$ cat config.mk
export PLATFORM = sky130hd
export DESIGN_NAME = dmc_ctrl
export DESIGN_NICKNAME = d
export VERILOG_FILES = /design/src/design/dmc_pkg.sv /design/src/design/dmc_ctrl.sv
export SDC_FILE = /design/constraint.sdc
export NUM_CORES = 1
export LEC_CHECK = 0
export BUFFER_PORTS_ARGS = -buffer_cell sky130_fd_sc_hd__clkbuf_2
export CELL_PAD_IN_SITES_DETAIL_PLACEMENT = 1
export CELL_PAD_IN_SITES_GLOBAL_PLACEMENT = 1
export CORE_AREA = 2 2 39 41
export DETAILED_ROUTE_END_ITERATION = 7
export DIE_AREA = 0 0 41 43
export PLACE_DENSITY_LB_ADDON = 0.2
export RECOVER_POWER = 50
export SETUP_SLACK_MARGIN = 0.2
export SYNTH_ARGS = -nofsm -noshare
export SYNTH_HDL_FRONTEND = slang
export SYNTH_SLANG_ARGS = --single-unit
$ cat constraint.sdc
create_clock -name i_clk -period 1.6 [get_ports i_clk]
set_input_delay 0.4 -clock i_clk [delete_from_list [all_inputs] [get_ports i_clk]]
set_output_delay 0.4 -clock i_clk [all_outputs]
set_load 0.01 [all_outputs]
$ cat src/design/dmc_pkg.sv
`default_nettype none
package dmc_pkg;

    localparam int ADDR_W     = 32;
    localparam int TAG_W      = 30;
    localparam int REG_W      = 5;
    localparam int CNT_W      = 32;
    localparam int LINE_OUT_W = 8;
    localparam int CFG_IDX_W  = 2;

    localparam logic [CFG_IDX_W-1:0] CFG_CACHE_LOG2 = 2'd0;
    localparam logic [CFG_IDX_W-1:0] CFG_BLOCK_LOG2 = 2'd1;

    localparam logic [REG_W-1:0] CACHE_LOG2_RST = 5'd10;
    localparam logic [REG_W-1:0] BLOCK_LOG2_RST = 5'd5;

    typedef enum logic [2:0] {
        S_CLEAR,
        S_IDLE,
        S_LINE,
        S_MOD,
        S_READ,
        S_CMP
    } t_state;

    // controller -> datapath
    typedef struct packed {
        logic in_ready;
        logic accept;
        logic line_load;
        logic mod_step;
        logic rd_en;
        logic clr_en;
        logic commit;
    } t_cmd;

    // datapath -> controller
    typedef struct packed {
        logic clr_last;
        logic mod_last;
        logic out_free;
    } t_sts;

endpackage
`default_nettype wire

$ cat src/design/dmc_ctrl.sv
`default_nettype none
module dmc_ctrl #(
    parameter bit IS_POW2 = 1'b1
) (
    input  wire logic          i_clk,
    input  wire logic          i_rst_n,
    input  wire logic          i_valid,
    input  wire dmc_pkg::t_sts i_sts,
    output dmc_pkg::t_cmd      o_cmd
);

    import dmc_pkg::*;

    t_state r_state;
    t_state n_state;
    t_cmd   cmd;

    always_ff @(posedge i_clk) begin
        if (!i_rst_n) begin
            r_state <= S_CLEAR;
        end else begin
            r_state <= n_state;
        end
    end

    always_comb begin
        n_state = r_state;
        cmd     = '0;
        unique case (r_state)
            S_CLEAR: begin
                cmd.clr_en = 1'b1;
                if (i_sts.clr_last) begin
                    n_state = S_IDLE;
                end
            end
            S_IDLE: begin
                cmd.in_ready = 1'b1;
                cmd.accept   = i_valid;
                if (i_valid) begin
                    n_state = S_LINE;
                end
            end
            S_LINE: begin
                cmd.line_load = 1'b1;
                n_state       = IS_POW2 ? S_READ : S_MOD;
            end
            S_MOD: begin
                cmd.mod_step = 1'b1;
                if (i_sts.mod_last) begin
                    n_state = S_READ;
                end
            end
            S_READ: begin
                cmd.rd_en = 1'b1;
                n_state   = S_CMP;
            end
            S_CMP: begin
                // hold the lookup until the output register can take it
                if (i_sts.out_free) begin
                    cmd.commit = 1'b1;
                    n_state    = S_IDLE;
                end
            end
            default: begin
                n_state = S_CLEAR;
            end
        endcase
    end

    assign o_cmd = cmd;

endmodule
`default_nettype wire

# ---- Word level (Yosys, flattened, before mapping)
# Index checks and enable logic that the tools add are counted.
dict set report classes {
  eq_ne 9
  reduce_logical 2
  muxes 12
}
# op n
set op_table {}
lappend op_table {{case mux 3 bit (6 select lines)} 1}
lappend op_table {{2-to-1 mux 3 bit} 4}
lappend op_table {{inequality test 2 bit (second input constant)} 4}
lappend op_table {{== test 3 x 2 -> 1 bit (second input constant)} 2}
lappend op_table {{== test 3 bit (second input constant)} 2}
lappend op_table {{2-to-1 mux 1 bit} 6}
lappend op_table {{AND reduction 4 bit} 1}
lappend op_table {{== test 3 x 1 -> 1 bit (second input constant)} 1}
lappend op_table {{logical NOT 3 bit} 1}
lappend op_table {{2-to-1 mux 2 bit} 1}
dict set report word_totals {
  wordCells 24
  regBits 3
  in_bits 6
  out_inout_bits 7
}

# ---- Longest topological paths before layout
# Gate-level depths: netlist of run 1.
dict set report depth {
  depth_word 3
  mapped_depth 4
}

# ---- Worst setup path after synthesis of run 1
# OpenSTA, ideal clock, no wires.
dict set report synth_timing {
  path_type {flip-flop to output port}
  start {register r_state[0]}
  end {output o_cmd[5] in the netlist's numbering}
  t_required_ps 1200
  path_slack_ps 436
  stages_incl_launch_ff 4
  path_buffers 1
  arrival_time_ps 764
  cell_sequence {dfxtp_1 buf_6 nor3b_2 and2_4}
}
# element line_no
set synth_rtl {}
lappend synth_rtl {{start, declared} dmc_ctrl.sv:14} ;# t_state r_state;
lappend synth_rtl {{start signal, assigned} dmc_ctrl.sv:22} ;# r_state <= n_state;
lappend synth_rtl {{end, declared} dmc_ctrl.sv:9} ;# output dmc_pkg::t_cmd o_cmd

==> results of run 1 <==
[Yosys cell counts]
master and n:
sky130_fd_sc_hd__nor3_1 1, sky130_fd_sc_hd__mux2_4 1, sky130_fd_sc_hd__buf_6 2, sky130_fd_sc_hd__nor4b_2 1, sky130_fd_sc_hd__o31a_1 1, sky130_fd_sc_hd__inv_1 2, sky130_fd_sc_hd__a21oi_1 2, sky130_fd_sc_hd__nand2b_1 2
sky130_fd_sc_hd__buf_4 1, sky130_fd_sc_hd__nand2_1 2, sky130_fd_sc_hd__o21ai_2 1, sky130_fd_sc_hd__o41ai_1 1, sky130_fd_sc_hd__dfxtp_1 3, sky130_fd_sc_hd__nor2_1 4, sky130_fd_sc_hd__o21a_1 1, sky130_fd_sc_hd__and2_4 1
sky130_fd_sc_hd__nor3_2 1, sky130_fd_sc_hd__nor3b_2 1
[cell families after synthesis]
kind of cell | Yosys count | share of synthesized area (%)
buffers and inverters | 5 | 15.47
AO/OA/AOI/OAI | 6 | 18.04
multiplexers | 1 | 6.184
flip-flops | 3 | 24.74
AND/OR/NAND/NOR | 13 | 35.56
[per-layer routing]
metal,global-route usage [%],routed length [um]
met3,3.665,27
met1,10.22,286
met2,18.75,498
met5,0,0
met4,12.00,0
[repair_timing]
action                     in CTS  in global routing
setup buffers                   5                  2
pin swaps                       4                  4
setup endpoints to repair       7                  7
resized for setup               8                 15
gates cloned                    0                  0
[placed cells by master (no fill, tap or decap)]
cell	count
sky130_fd_sc_hd__a21oi_1	2
sky130_fd_sc_hd__and2_4	1
sky130_fd_sc_hd__buf_2	5
sky130_fd_sc_hd__buf_4	3
sky130_fd_sc_hd__buf_6	4
sky130_fd_sc_hd__clkbuf_1	3
sky130_fd_sc_hd__clkbuf_2	5
sky130_fd_sc_hd__clkbuf_4	3
sky130_fd_sc_hd__dfxtp_1	1
sky130_fd_sc_hd__dfxtp_4	2
sky130_fd_sc_hd__inv_1	1
sky130_fd_sc_hd__inv_2	1
sky130_fd_sc_hd__mux2_4	1
sky130_fd_sc_hd__nand2_1	2
sky130_fd_sc_hd__nand2b_1	1
sky130_fd_sc_hd__nand2b_4	1
sky130_fd_sc_hd__nor2_1	2
sky130_fd_sc_hd__nor2_2	2
sky130_fd_sc_hd__nor3_2	2
sky130_fd_sc_hd__nor3b_4	1
sky130_fd_sc_hd__nor4b_2	1
sky130_fd_sc_hd__o21a_1	1
sky130_fd_sc_hd__o21ai_0	1
sky130_fd_sc_hd__o31a_1	1
sky130_fd_sc_hd__o41ai_1	1
[power by group through the flow]
stage               sequential (uW)  clock, uW  combinational (uW)
floorplan                      86.4          0                61.3
global placement               95.5          0                66.0
detailed placement             96.4          0                66.9
CTS                            89.3        148                94.2
global route                   91.7        159                 116
finish                         90.3        137                 108
[metrics by stage]
step	total power [uW]	instances	hold slack, ps	setup WS [ps]
global placement	161.5	53	621.8	237.1
CTS	331.1	62	384.9	80.42
finish	334.9	64	408.5	111.4
global route	367.5	64	406.9	42.47
floorplan	147.7	28	513.8	435.9
detailed placement	163.3	53	630.2	165.2
[cell type report]
class                      instances  share of cell area (%)
sequential                         3                   16.41
timing repair buffer              19                   30.40
inverter                           2                   1.824
clock buffer                       4                   6.383
tap                               16                   4.863
multi-input combinational         20                   40.12
[worst max path at each step]
stage | startpoint | end | slack (ps) | cells past startpoint
after floorplan | r_state[0] | o_cmd[5] | 440 | 3
after global placement | r_state[0] | o_cmd[5] | 240 | 3
after detailed placement | r_state[0] | o_cmd[5] | 170 | 3
after CTS | r_state[2] | o_cmd[5] | 80 | 3
after global routing | r_state[2] | o_cmd[0] | 40 | 4
final | r_state[2] | o_cmd[5] | 110 | 3
[critical path, stage by stage, from the launching register on]
cell and delay [ps]:
sky130_fd_sc_hd__dfxtp_1 360, sky130_fd_sc_hd__nor3b_4 220, sky130_fd_sc_hd__and2_4 180, sky130_fd_sc_hd__buf_6 90
==> flow_summary_export.csv, run 1 <==
group,metric,value,unit
outcome,outcome,"complete, no violations",
synthesis,synth_seq_area_share,24.74,%
detailed_routing,antenna_violating_nets_post_route,0,
worst_setup_path,cp.required,1200,ps
layout,finish.instance_area,411.6,um^2
layout,antenna-diode-count,0,
sta,final_period_minus_worst_setup_slack,1489,ps
floorplanning,core_area,0.001384,mm^2
clocking,numClockSinks,3,
sta,rsz0062_at_grt,"true",
clocking,holdBufCountCts,0,
hold_path,worst_hold_startpoint,"i_rst_n",
clocking,insertion_delay,240,ps
layout,multiInputGateArea,165.2,um^2
sta,clock-skew-final,6.710,ps
grt,globalRoute.totalOverflow,0,
power_and_ir_drop,share_clk_of_total_power,40.9,%
floorplanning,floorplan.die.height,43,um
detailed_routing,post_route_drc_violation_count,0,
place,dpl-instance-area,292.8,um^2
synthesis,postSynthAreaPerCell,8.669,um^2
power_and_ir_drop,p_int,234.4,uW
synthesis,yosysWarnings,0,
hold_path,hold-path-cell-count,3,
layout,largest_registers,"r_state: 3 flops",
layout,ff_latch_area,67.56,um^2
worst_setup_path,critPathMaxFanout,4,
floorplanning,number_of_placement_rows,14,
grt,vias_in_the_first_global_route,306,
detailed_routing,detail_route.iter0.violations,1,
layout,largest_register_ff_count,3,
place,post_detail_place_hpwl,526.8,um
worst_setup_path,r2r.worst_path.cells,4,
grt,grt_use_total,11.72,%
detailed_routing,num_vias,267,
power_and_ir_drop,ir_worst_vdd,0.0002368,V
clocking,htree_num_levels,1,
layout,nNetsFinal,55,
power_and_ir_drop,power-per-cell-area,813.6,mW/mm^2
floorplanning,boundaryPins,13,
sta,maxClockFrequency,671.8,MHz
detailed_routing,detail_route.wl_per_cell,12.69,um
worst_setup_path,reg2reg_from,"r_state[2]",
floorplanning,die-area,0.001763,mm^2
power_and_ir_drop,power_frac_comb,32.1,%
worst_setup_path,worstReg2RegEnd,"r_state[1]",
grt,grt_pass1_wl,1262,um
detailed_routing,detail_route.wirelength,812,um
synthesis,synth.net_count,34,
detailed_routing,vias_per_cell,4.172,
worst_setup_path,critPathLaunchType,"flip-flop",
sta,final_min_period_over_clock_period,93.04,%
sta,final-max-slew-violation-count,0,
worst_setup_path,setup.reg_to_reg.worst_slack,140,ps
clocking,clock-root-buffer,"sky130_fd_sc_hd__clkbuf_4",
sta,worst_pin_slew,344.4,ps
synthesis,post-synth-top-area-cell,"sky130_fd_sc_hd__dfxtp_1",
worst_setup_path,cp.arrival,1090,ps
place,finalWeightedCongestion,0.7156,
worst_setup_path,endpoint_kind,"output pin",
power_and_ir_drop,total_switching_power,100.5,uW
grt,antenna_found_initial,0,
floorplanning,start_util,17.54,%
sta,worst_slew_margin_rel,76.74,%
synthesis,synth_area,242.7,um^2
layout,areaGrowthSynthToFinish,69.59,%
synthesis,synthesis.instances,28,
power_and_ir_drop,total_leakage_power,0.0001897,uW
synthesis,synth.area.top_cells,"sky130_fd_sc_hd__dfxtp_1 (25%), sky130_fd_sc_hd__buf_6 (9.3%), sky130_fd_sc_hd__mux2_4 (6.2%), sky130_fd_sc_hd__nor2_1 (6.2%), sky130_fd_sc_hd__nor4b_2 (6.2%)",
clocking,inserted_clock_buffers,3,
layout,fillCellCount,165,
layout,post-route-util,29.75,%
clocking,cts.reportedPaths.clkPinSlew,40,ps
synthesis,post_synth_num_cell_types,18,
sta,finalSetupViolCount,0,
worst_setup_path,criticalPathCategory,"flip-flop to output pin",
power_and_ir_drop,power.switching_fraction,30.01,%
synthesis,ys_ff_latch,3,
power_and_ir_drop,pwr-share-seq,27.0,%
flow_run,max_cap_viol_count,0,
sta,setup_total_negative_slack,0,ps
layout,post_route_cells_drive_above_1_share,66.67,%
sta,number_of_hold_violations_in_the_final_report,0,
hold_path,min_to,"r_state[0]",
detailed_routing,detail_route.first_pass.iterations,4,
grt,grt_max_degree,9,
hold_path,timing.hold.worst.class,"primary input to flip-flop",
clocking,clock_tree_from_tritoncts,"done",
floorplanning,die_w,41,um
layout,largest-register,"r_state",
clocking,ctsLongestPathBuffers,2,
place,port_buffers,12,
synthesis,post-synth-top-area-fraction,24.74,%
No activity file was read; power rests on OpenSTA's default activity.
==> inputs of run 2 (changes only) <==
- SETUP_SLACK_MARGIN: 0.2 -> not set
- TNS_END_PERCENT: not set -> 50
==> run 2 against run 1 <==
Clock power about the same. Power down 9.5%. Sequential share of layout area up 3.9 points. Die area unchanged. Largest cell class unchanged. Highest routed layer is now met4.
==> flow_summary_export.csv, run 2 (synthesized netlist as in run 1, its figures left out) <==
group,metric,value,unit
outcome,outcome,"complete, no violations",
detailed_routing,detail_route.iter0.violations,0,
floorplanning,core_area,0.001384,mm^2
clocking,clock_tree_from_tritoncts,"done",
layout,final_cell_mix,"sky130_fd_sc_hd__clkbuf_2 (11), sky130_fd_sc_hd__nor2_1 (4), sky130_fd_sc_hd__clkbuf_4 (3)",
clocking,numClockSinks,3,
sta,rsz0062_at_grt,"false",
worst_setup_path,worstReg2RegEnd,"r_state[1]",
layout,fillCellCount,167,
clocking,htree_num_levels,1,
worst_setup_path,r2r.worst_path.cells,3,
sta,final_period_minus_worst_setup_slack,1540,ps
worst_setup_path,critPathMaxFanout,8,
worst_setup_path,criticalPathCategory,"flip-flop to output pin",
floorplanning,number_of_placement_rows,14,
place,dpl-instance-area,292.8,um^2
layout,multiInputGateArea,147.6,um^2
sta,clock-skew-final,5.979,ps
layout,largest-register,"r_state",
layout,post-route-util,23.60,%
hold_path,hold-path-cell-count,2,
place,port_buffers,12,
layout,finish.instance_area,326.6,um^2
place,placed_cells_incl_taps,53,
grt,globalRoute.totalOverflow,0,
sta,maxClockFrequency,649.5,MHz
grt,vias_in_the_first_global_route,266,
hold_path,worst_hold_startpoint,"i_rst_n",
clocking,holdBufCountCts,0,
sta,number_of_hold_violations_in_the_final_report,0,
power_and_ir_drop,power-per-cell-area,927.9,mW/mm^2
detailed_routing,detail_route.wirelength,646,um
layout,largest_registers,"r_state: 3 flops",
clocking,insertion_delay,240,ps
sta,setup_total_negative_slack,0,ps
worst_setup_path,critical-path-slowest-cell,"sky130_fd_sc_hd__dfxtp_2",
floorplanning,die_w,41,um
layout,areaGrowthSynthToFinish,34.54,%
clocking,inserted_clock_buffers,3,
worst_setup_path,reg2reg_from,"r_state[2]",
sta,final_min_period_over_clock_period,96.23,%
layout,antenna-diode-count,0,
worst_setup_path,setup.reg_to_reg.worst_slack,440,ps
detailed_routing,post_route_drc_violation_count,0,
detailed_routing,detail_route.first_pass.iterations,1,
clocking,cts_setup_buffers,0,
power_and_ir_drop,total_leakage_power,0.0001484,uW
clocking,clock-root-buffer,"sky130_fd_sc_hd__clkbuf_4",
hold_path,timing.hold.worst.class,"primary input to flip-flop",
sta,final-max-slew-violation-count,0,
sta,worst_slew_margin_rel,76.92,%
floorplanning,start_util,17.54,%
grt,grt_pass1_wl,1159,um
layout,post_route_cells_drive_above_1_share,53.66,%
layout,ff_latch_area,66.31,um^2
layout,nNetsFinal,48,
grt,antenna_found_initial,0,
floorplanning,floorplan.die.height,43,um
detailed_routing,num_vias,246,
floorplanning,boundaryPins,13,
flow_run,max_cap_viol_count,0,
worst_setup_path,critical_path.startpoint,"r_state[2]",
worst_setup_path,critPathLaunchType,"flip-flop",
power_and_ir_drop,ir_worst_vdd,0.0002224,V
clocking,ctsLongestPathBuffers,2,
layout,mostFrequentLayoutCell,"sky130_fd_sc_hd__clkbuf_2",
layout,largest_register_ff_count,3,
place,post_detail_place_hpwl,526.8,um
detailed_routing,vias_per_cell,4.316,
clocking,cts.reportedPaths.clkPinSlew,40,ps
worst_setup_path,worstPathCellList,"nor3b_4 -> and2_4 -> clkbuf_2",
worst_setup_path,critical_path_buf_inv_count,1,
worst_setup_path,cp.required,1200,ps
grt,grt_use_total,10.92,%
sta,worst_pin_slew,341.7,ps
sta,finalSetupViolCount,0,
worst_setup_path,endpoint_kind,"output pin",
place,finalWeightedCongestion,0.7156,
worst_setup_path,cp.arrival,1140,ps
floorplanning,die-area,0.001763,mm^2
detailed_routing,antenna_violating_nets_post_route,0,
worst_setup_path,critical-path-top-delay-family,"simple AND/OR/NAND/NOR gates",
hold_path,min_to,"r_state[2]",
detailed_routing,detail_route.wl_per_cell,11.33,um
layout,fin_cells,57,
grt,grt_max_degree,10,
worst_setup_path,slowest_delay,370,ps
==> run 2: per-stage QoR <==
step / hold WS (ps) / setup WS [ps] / power [uW]
final: 395.6 / 60.38 / 303.0
after global routing: 404.1 / 0.6664 / 332.9
after CTS: 387.1 / 3.966 / 315.2
after detailed placement: 630.2 / 165.2 / 163.3
after global placement: 621.8 / 237.1 / 161.5
after floorplan: 513.8 / 435.9 / 147.7
==> run 2: area by class of cell <==
| cell class | count | area share [%] |
|---|---|---|
| clock buffer | 4 | 8.046 |
| timing repair buffer | 12 | 18.01 |
| tap | 16 | 6.130 |
| sequential | 3 | 20.31 |
| multi-input combinational | 20 | 45.21 |
| inverter | 2 | 2.299 |
==> run 2: metal layers <==
| layer | wire [um] | global-route usage (%) | up-vias | part of all wire [%] |
|---|---|---|---|---|
| li1 | - | - | 120 | - |
| met1 | 232 | 10.86 | 113 | 36 |
| met2 | 348 | 15.63 | 10 | 54 |
| met3 | 36 | 3.665 | 3 | 5.6 |
| met4 | 29 | 12.00 | 0 | 4.5 |
| met5 | 0 | 0 | - | 0 |
==> run 2: timing repair <==
| item | 4_1_cts | 5_1_grt |
|---|---|---|
| endpoints found under the setup margin | 1 | 5 |
| resized for setup | 3 | 2 |
| pin swaps | 1 | 0 |
==> run 2: worst max path at each step <==
stage	end	slack, ps	depth (start not counted)
global route	o_cmd[5]	0.7	3
floorplan	o_cmd[5]	440	3
detailed placement	o_cmd[5]	170	3
global placement	o_cmd[5]	240	3
CTS	o_cmd[5]	4	3
finish	o_cmd[5]	60	3
==> run 2: report_power, final <==
group | total, uW | internal, uW | leakage, uW | switching (uW)
registers | 97.3 | 82.6 | 0.0000261 | 14.7
logic | 65.8 | 33.9 | 0.000107 | 31.9
clock network | 140 | 93.9 | 0.0000150 | 46.0
total | 303 | 210 | 0.000148 | 92.6
==> inputs of run 3 (changes only) <==
- REMOVE_ABC_BUFFERS: not set -> 1
==> run 3 against run 2 <==
Flip-flop and latch count unchanged. Die area did not move. Clock skew decreased by 5.4 ps. Largest cell class unchanged.
==> flow_summary_export.csv, run 3 (synthesized netlist as in run 1, its figures left out) <==
group,metric,value,unit
outcome,outcome,"complete, no violations",
layout,areaGrowthSynthToFinish,34.02,%
layout,antenna-diode-count,0,
clocking,holdBufCountCts,0,
sta,rsz0062_at_grt,"false",
hold_path,hold-path-cell-count,2,
sta,final_period_minus_worst_setup_slack,1498,ps
worst_setup_path,critical_path_buf_inv_count,1,
floorplanning,die-area,0.001763,mm^2
detailed_routing,post_route_drc_violation_count,0,
worst_setup_path,criticalPathCategory,"flip-flop to output pin",
clocking,inserted_clock_buffers,3,
sta,finalSetupViolCount,0,
floorplanning,core_area,0.001384,mm^2
worst_setup_path,r2r.worst_path.cells,4,
worst_setup_path,worstReg2RegEnd,"r_state[0]",
clocking,insertion_delay,230,ps
floorplanning,die_w,41,um
grt,antenna_found_initial,0,
layout,post-route-util,23.51,%
detailed_routing,detail_route.wirelength,587,um
detailed_routing,route.met2.wl,337,um
worst_setup_path,reg2reg_from,"r_state[0]",
sta,setup_total_negative_slack,0,ps
layout,final_cell_mix,"sky130_fd_sc_hd__clkbuf_2 (11), sky130_fd_sc_hd__nor2_1 (4), sky130_fd_sc_hd__clkbuf_4 (3), sky130_fd_sc_hd__dfxtp_2 (3)",
worst_setup_path,setup.reg_to_reg.worst_slack,500,ps
grt,grt_pass1_wl,938,um
floorplanning,number_of_placement_rows,14,
power_and_ir_drop,ir_worst_vdd,0.0003209,V
hold_path,timing.hold.worst.class,"primary input to flip-flop",
place,finalWeightedCongestion,0.7264,
grt,grt_use_total,8.726,%
floorplanning,floorplan.die.height,43,um
worst_setup_path,worstPathCellList,"nor3b_2 -> and2_4 -> clkbuf_2",
clocking,postCtsResizedCells,0,
worst_setup_path,endpoint_kind,"output pin",
detailed_routing,maxUsedRoutingLayer,"met3",
sta,clock-skew-final,0.5563,ps
layout,finish.instance_area,325.3,um^2
grt,grt_max_degree,9,
sta,number_of_hold_violations_in_the_final_report,0,
worst_setup_path,cp.required,1200,ps
layout,largest_registers,"r_state: 3 flops",
place,dpl-instance-area,300.3,um^2
sta,final-max-slew-violation-count,0,
layout,mostFrequentLayoutCell,"sky130_fd_sc_hd__clkbuf_2",
detailed_routing,detail_route.first_pass.iterations,2,
place,port_buffers,12,
worst_setup_path,slowest_delay,370,ps
worst_setup_path,critPathMaxFanout,6,
sta,worst_pin_slew,383.0,ps
clocking,clock-root-buffer,"sky130_fd_sc_hd__clkbuf_4",
detailed_routing,antenna_violating_nets_post_route,0,
power_and_ir_drop,power-per-cell-area,906.1,mW/mm^2
flow_run,max_cap_viol_count,0,
detailed_routing,detail_route.iter0.violations,3,
clocking,ctsLongestPathBuffers,2,
power_and_ir_drop,total_leakage_power,0.0001523,uW
worst_setup_path,critical-path-top-delay-family,"flip-flops",
clocking,htree_num_levels,1,
grt,vias_in_the_first_global_route,236,
detailed_routing,routed_met3_length,18,um
floorplanning,start_util,17.54,%
detailed_routing,detail_route.wl_per_cell,10.12,um
sta,final_min_period_over_clock_period,93.60,%
worst_setup_path,critPathLaunchType,"flip-flop",
worst_setup_path,critical-path-slowest-cell,"sky130_fd_sc_hd__dfxtp_2",
detailed_routing,num_vias,235,
layout,largest_register_ff_count,3,
clocking,numClockSinks,3,
layout,post_route_cells_drive_above_1_share,54.76,%
layout,largest-register,"r_state",
grt,globalRoute.totalOverflow,0,
clocking,clock_tree_from_tritoncts,"done",
clocking,cts_setup_buffers,0,
hold_path,min_to,"r_state[2]",
sta,maxClockFrequency,667.7,MHz
floorplanning,boundaryPins,13,
clocking,cts.reportedPaths.clkPinSlew,40,ps
worst_setup_path,cp.arrival,1100,ps
layout,nNetsFinal,49,
worst_setup_path,critical_path_depth,3,
detailed_routing,vias_per_cell,4.052,
sta,worst_slew_margin_rel,74.14,%
hold_path,worst_hold_startpoint,"i_rst_n",
detailed_routing,drt-met1-wl,232,um
## run 3: area by class of cell
cell class                      count  area [um^2]
Fill cell                         186         1059
Multi-Input combinational cell     20        141.4
Timing Repair Buffer               13        66.31
Sequential cell                     3        63.81
Clock buffer                        4        26.28
Tap cell                           16        20.02
Inverter                            2        7.507
## run 3: how the worst max path moves through the flow
stage / start / to / slack (ps)
3_3_place_gp: r_state[0] / o_cmd[5] / 290
2_1_floorplan: r_state[0] / o_cmd[5] / 290
5_1_grt: r_state[0] / o_cmd[5] / 10
6_report: r_state[0] / o_cmd[5] / 100
4_1_cts: r_state[0] / o_cmd[5] / 20
3_5_place_dp: r_state[0] / o_cmd[5] / 280
## run 3: power by group
group / internal (uW) / leakage [uW] / switching, uW
registers: 82.6 / 0.0000258 / 11.1
logic: 34.0 / 0.000112 / 35.4
clock network: 93.4 / 0.0000150 / 38.4
## run 3: worst reg2reg max path, stage by stage (launching register included)
cell                      delay [ps]
sky130_fd_sc_hd__dfxtp_2         370
sky130_fd_sc_hd__buf_4           140
sky130_fd_sc_hd__inv_1            70
sky130_fd_sc_hd__o31a_1          290
sky130_fd_sc_hd__nor3_2          150
## run 3: per-layer routing
| layer | track usage [%] | vias up |
|---|---|---|
| li1 | - | 122 |
| met1 | 8.654 | 109 |
| met2 | 12.19 | 4 |
| met3 | 3.141 | 0 |
| met4 | 10.00 | 0 |
| met5 | 0 | - |
## run 3: per-stage QoR
stage | cells | total power, uW | setup WS [ps] | hold slack, ps
after floorplan | 25 | 133.5 | 285.9 | 517.5
after global placement | 54 | 166.2 | 289.1 | 621.0
after detailed placement | 54 | 166.6 | 281.9 | 627.8
after CTS | 58 | 306.3 | 18.35 | 416.8
after global routing | 58 | 321.7 | 11.74 | 413.0
final | 58 | 294.8 | 102.4 | 419.0
